## config.mk

```make
export PLATFORM = sky130hd
export DESIGN_NAME = cof_ram
export DESIGN_NICKNAME = d
export VERILOG_FILES = /design/src/hw/rtl/assert_macros.svh /design/src/hw/rtl/cof_ram.sv
export SDC_FILE = /design/constraint.sdc
export NUM_CORES = 1
export LEC_CHECK = 0
export BUFFER_PORTS_ARGS = -buffer_cell sky130_fd_sc_hd__buf_2
export CAP_MARGIN = 0
export CORE_MARGIN = 2
export CORE_UTILIZATION = 52
export DETAILED_ROUTE_END_ITERATION = 6
export HOLD_SLACK_MARGIN = 0.12
export PLACE_DENSITY = 0.68
export RECOVER_POWER = 50
export SYNTH_ARGS = -nofsm -noshare
export SYNTH_HDL_FRONTEND = slang
export SYNTH_SLANG_ARGS = --single-unit
```

## constraint.sdc

```tcl
create_clock -name clk -period 2.1 [get_ports clk]
set_input_delay 0.105 -clock clk [delete_from_list [all_inputs] [get_ports clk]]
set_output_delay 0.105 -clock clk [all_outputs]
set_load 0.01 [all_outputs]
```

## src/hw/rtl/assert_macros.svh

```systemverilog
// assertion macros used by the top-level rtl file
`ifndef ASSERT_MACROS_SVH
`define ASSERT_MACROS_SVH

// condition holds whenever the antecedent holds, same cycle
`define COF_ASSERT_IMPL(label, ante, cons, msg) \
  label: assert property (@(posedge clk) disable iff (!rst_n) (ante) |-> (cons)) \
    else $error(msg);

// condition holds in the cycle after the antecedent
`define COF_ASSERT_NEXT(label, ante, cons, msg) \
  label: assert property (@(posedge clk) disable iff (!rst_n) (ante) |=> (cons)) \
    else $error(msg);

`endif

```

## src/hw/rtl/cof_ram.sv

```systemverilog
// generic single-write, single-read ram with registered read data
module cof_ram #(
  parameter int WIDTH = 8,
  parameter int DEPTH = 16
) (
  input  logic                     clk,
  input  logic                     we,
  input  logic [$clog2(DEPTH)-1:0] waddr,
  input  logic [WIDTH-1:0]         wdata,
  input  logic                     re,
  input  logic [$clog2(DEPTH)-1:0] raddr,
  output logic [WIDTH-1:0]         rdata_r
);

  logic [WIDTH-1:0] mem [DEPTH];

  always_ff @(posedge clk) begin
    if (we) begin
      mem[waddr] <= wdata;
    end
    // read returns the old contents on a same-address write
    if (re) begin
      rdata_r <= mem[raddr];
    end
  end

endmodule

```

==> impl_results.md <==
* Outcome: finished, final reports clean
* Top cells by area, synth: edfxtp_1 (78%), mux4_2 (7.8%), mux4_1 (7.0%), a22oi_1 (2.3%), nor2_1 (0.93%)
* Slowest-stage cell, CP: dlygate4sd3_1
* Total Routed Length at 9970 um
* Portion of total power attributed to the clock network at 45.7%
* Violation count after the first detailed-route iteration at 253
* Worst Skew at 6.39 ps
* Post-Synthesis Cells at 229
* Critical path endpoint category: flip-flop
* Longest individual stage delay on the worst path at 620 ps
* Total Neg Setup Slack at 0 ps
* Number of buffers created by CTS at 17
* Pin count of the biggest net entering global routing at 33
* Count of endpoints failing hold in the final timing report at 0
* R2r startpoint: mem[1][1]$_DFFE_PP_
* Startpoint type of the worst setup path: input port
* Combinational family with the most area after synthesis: multiplexers
* Library cell occupying the most area in the post-synthesis netlist: edfxtp_1
* Reported leakage power at 0.00211 uW
* Critical path type: in2reg
* Slew HR at 52.3%
* Cell-internal power at 4970 uW
* WHS Endpoint: mem[5][2]$_DFFE_PP_
* Clock edge transition at the registers on the reported setup and hold paths at 60 ps
* Transition time at the pin with the least slew margin at 713 ps
* Maximum clock path buffer count at 2
* Post-route clock period utilization at 88.2%
* H-tree depth at 4
* Proportion of power drawn by combinational gates at 4.8%
* Chain of cells forming the critical path: dlygate4sd3_1 > buf_2 > or3b_2 > nor2_1 > dlygate4sd3_1
* Power per Cell Area at 987 mW/mm^2
* Portion of total power attributed to sequential cells at 49.6%
* Num ports at 27
* Count of synthesis-stage warnings from yosys at 0
* Net count after synthesis at 248
* Required time of the critical path at 2320 ps
* Area of the mapped netlist at 0.00523 sq mm
* Share of synthesized area occupied by flip-flops and latches at 78.1%
* Total of flip-flops plus latches after synthesis at 136
* Setup-failing EPs final at 0
* Worst path top cell family by delay: buffers and inverters
* Net switching power at 1230 uW
* Dpl ws at 378 ps
* GP Congestion at 0.722
* Max-slew violations at 0
* Average cell area after synthesis at 22.8 sq um
* GRT Total Usage at 20.1%
* Cell repeated most along the worst path: dlygate4sd3_1
* Simple-gate share of the synthesized area at 3.14%
* DRT Pass-1 Iters at 4
* Fraction of synthesized cell area taken by the top area cell type at 78.1%
* R2r setup slk at 590 ps
* Worst min-delay path startpoint: we
* WP buf/inv at 3
* Hold Crit Class: in2reg
* Multiplexer fraction of the synthesized cell area at 14.8%
* # diodes at 0
* Max FO, Critical Path at 4
* Port bufs at 26
* Maximum resistive drop on vdd at 0.596 mV
* Vertical die dimension at 104 um
* Clock tree from TritonCTS: done
* Site Rows at 36
* Max-cap violation count at 0
* Number of instances on the worst hold path at 3
* Fraction of power spent switching nets at 19.8%
* Drc violations at 0
* Remaining Overflow, GRT at 0
* Layout cell share with drive strength beyond 1 at 26.9%
* Worst EP arrival at 2070 ps
* Via count of the first global-routing pass at 2,589
* Count of cell types in the netlist at 18
* Final setup margin at 248 ps
* Post-route total power at 6200 uW
* Parity-gate share of the synthesized area counting xor and xnor cells at 0%
* Estimated wirelength of the detail-placed design at 5950 um
* Synth Area in Adders at 0%
* Vias after detailed routing at 2,564
* Final #Nets at 314
* Compound-gate portion of the synthesized area at 2.30%
* Floorplan Core Area at 0.00977 sq mm
* Post-cts resize count at 0
* Initial antenna violation count at 0
* Final worst path period need at 1850 ps
* Total die area at 0.0109 sq mm
* Wire per inst at 22.6 um
* Starting utilization of the core area at 53.5%
* Worst flop-to-flop path endpoint: rdata_r[1]$_DFFE_PP_
* CTS hold repair buffers at 12
* Clock sink total at 136
* Remaining antenna violation count after routing at 0
* Upper clock frequency limit at 0.540 GHz
* Wire length of the first global-routing pass at 15,500 um
* Synthesis-to-layout area growth at 20.2%
* Vias per cell at 5.81
* RSZ-0062 raised after global routing: no
* Clock tree root buffer cell: clkbuf_8
* Clock Latency Late Sink at 510 ps
* Setup repair bufs after CTS at 0
* Number of cell instances on the worst register-to-register path at 3
* Overall die width at 104 um
[registers in the layout, indices dropped and copies added (netlist names)]
register and cells:
rdata_r 8, mem 128
[placed cells by master, fill, tap and decap left out]
cell type / instances
nand2_1: 9
clkinv_1: 2
clkbuf_8: 1
nand3b_1: 2
and2b_1: 1
nand3_1: 1
and2_1: 1
nor2_1: 13
clkbuf_1: 11
or3b_2: 1
dlygate4sd3_1: 12
buf_4: 16
mux4_1: 14
clkbuf_16: 16
mux4_2: 18
nor2b_1: 1
a22oi_1: 16
clkinv_2: 5
buf_12: 2
nor3_1: 4
buf_2: 16
nand2b_1: 2
clkinvlp_4: 5
edfxtp_1: 136
bufinv_16: 3
[power groups by stage]
stage                     Clock, uW  Sequential [uW]  Combinational [uW]
after floorplan                   0             3130                 154
after global placement            0             3130                 278
after detailed placement          0             3130                 285
after CTS                      2880             3070                 302
after global routing           2990             3080                 324
final                          2830             3070                 295
[cell type report]
cell class                      count  area (sq um)
Multi-Input combinational cell     83          1060
Timing Repair Buffer               57           402
Clock inverter                     15           160
Tap cell                          133           166
Clock buffer                       17           414
Sequential cell                   136          4080
Fill cell                         697          3490
[how the worst max path moves through the flow]
| stage | depth (start not counted) | from | end | slack (ps) |
|---|---|---|---|---|
| after CTS | 5 | waddr[2] | mem[1][2]$_DFFE_PP_ | 280 |
| after detailed placement | 5 | raddr[0] | rdata_r[2]$_DFFE_PP_ | 380 |
| after floorplan | 2 | waddr[2] | mem[0][0]$_DFFE_PP_ | 500 |
| after global placement | 5 | raddr[0] | rdata_r[2]$_DFFE_PP_ | 390 |
| after global routing | 5 | waddr[2] | mem[1][2]$_DFFE_PP_ | 230 |
| final | 5 | waddr[2] | mem[1][2]$_DFFE_PP_ | 250 |
[cells by family after synthesis]
family / count (synthesis)
buffers and inverters: 10
and+or+nand+nor: 35
AOI/OAI and AO/OA: 16
muxes: 32
DFF: 136
[worst min-delay path: stages]
cell	delay, ps
buf_2	120
nand3b_1	150
nor2_1	100
[synth_stat cells]
cell	n
nand3b_1	2
clkdlybuf4s25_2	3
buf_4	1
nor2_1	13
or3b_2	1
mux4_1	14
buf_6	3
buf_2	3
and2_1	1
a22oi_1	16
edfxtp_1	136
nand2_1	9
nor2b_1	1
nand3_1	1
and2b_1	1
mux4_2	18
nand2b_1	2
nor3_1	4
[metrics by stage]
stage	area (sq um)	instances	hold WS, ps	utilization, %
3_3_place_gp	5610	397	489	57.3
2_1_floorplan	5230	229	204	-
6_report	6280	441	145	64.3
3_5_place_dp	5610	397	489	57.3
5_1_grt	6280	441	162	64.3
4_1_cts	6300	441	128	64.5
[per-layer routing]
layer  part of all wire, %  track usage, %
met1                    43            26.7
met2                    50            31.8
met3                   5.7            5.64
met4                   1.5            7.92
met5                     0               0
(Power assumes the default switching activity.)
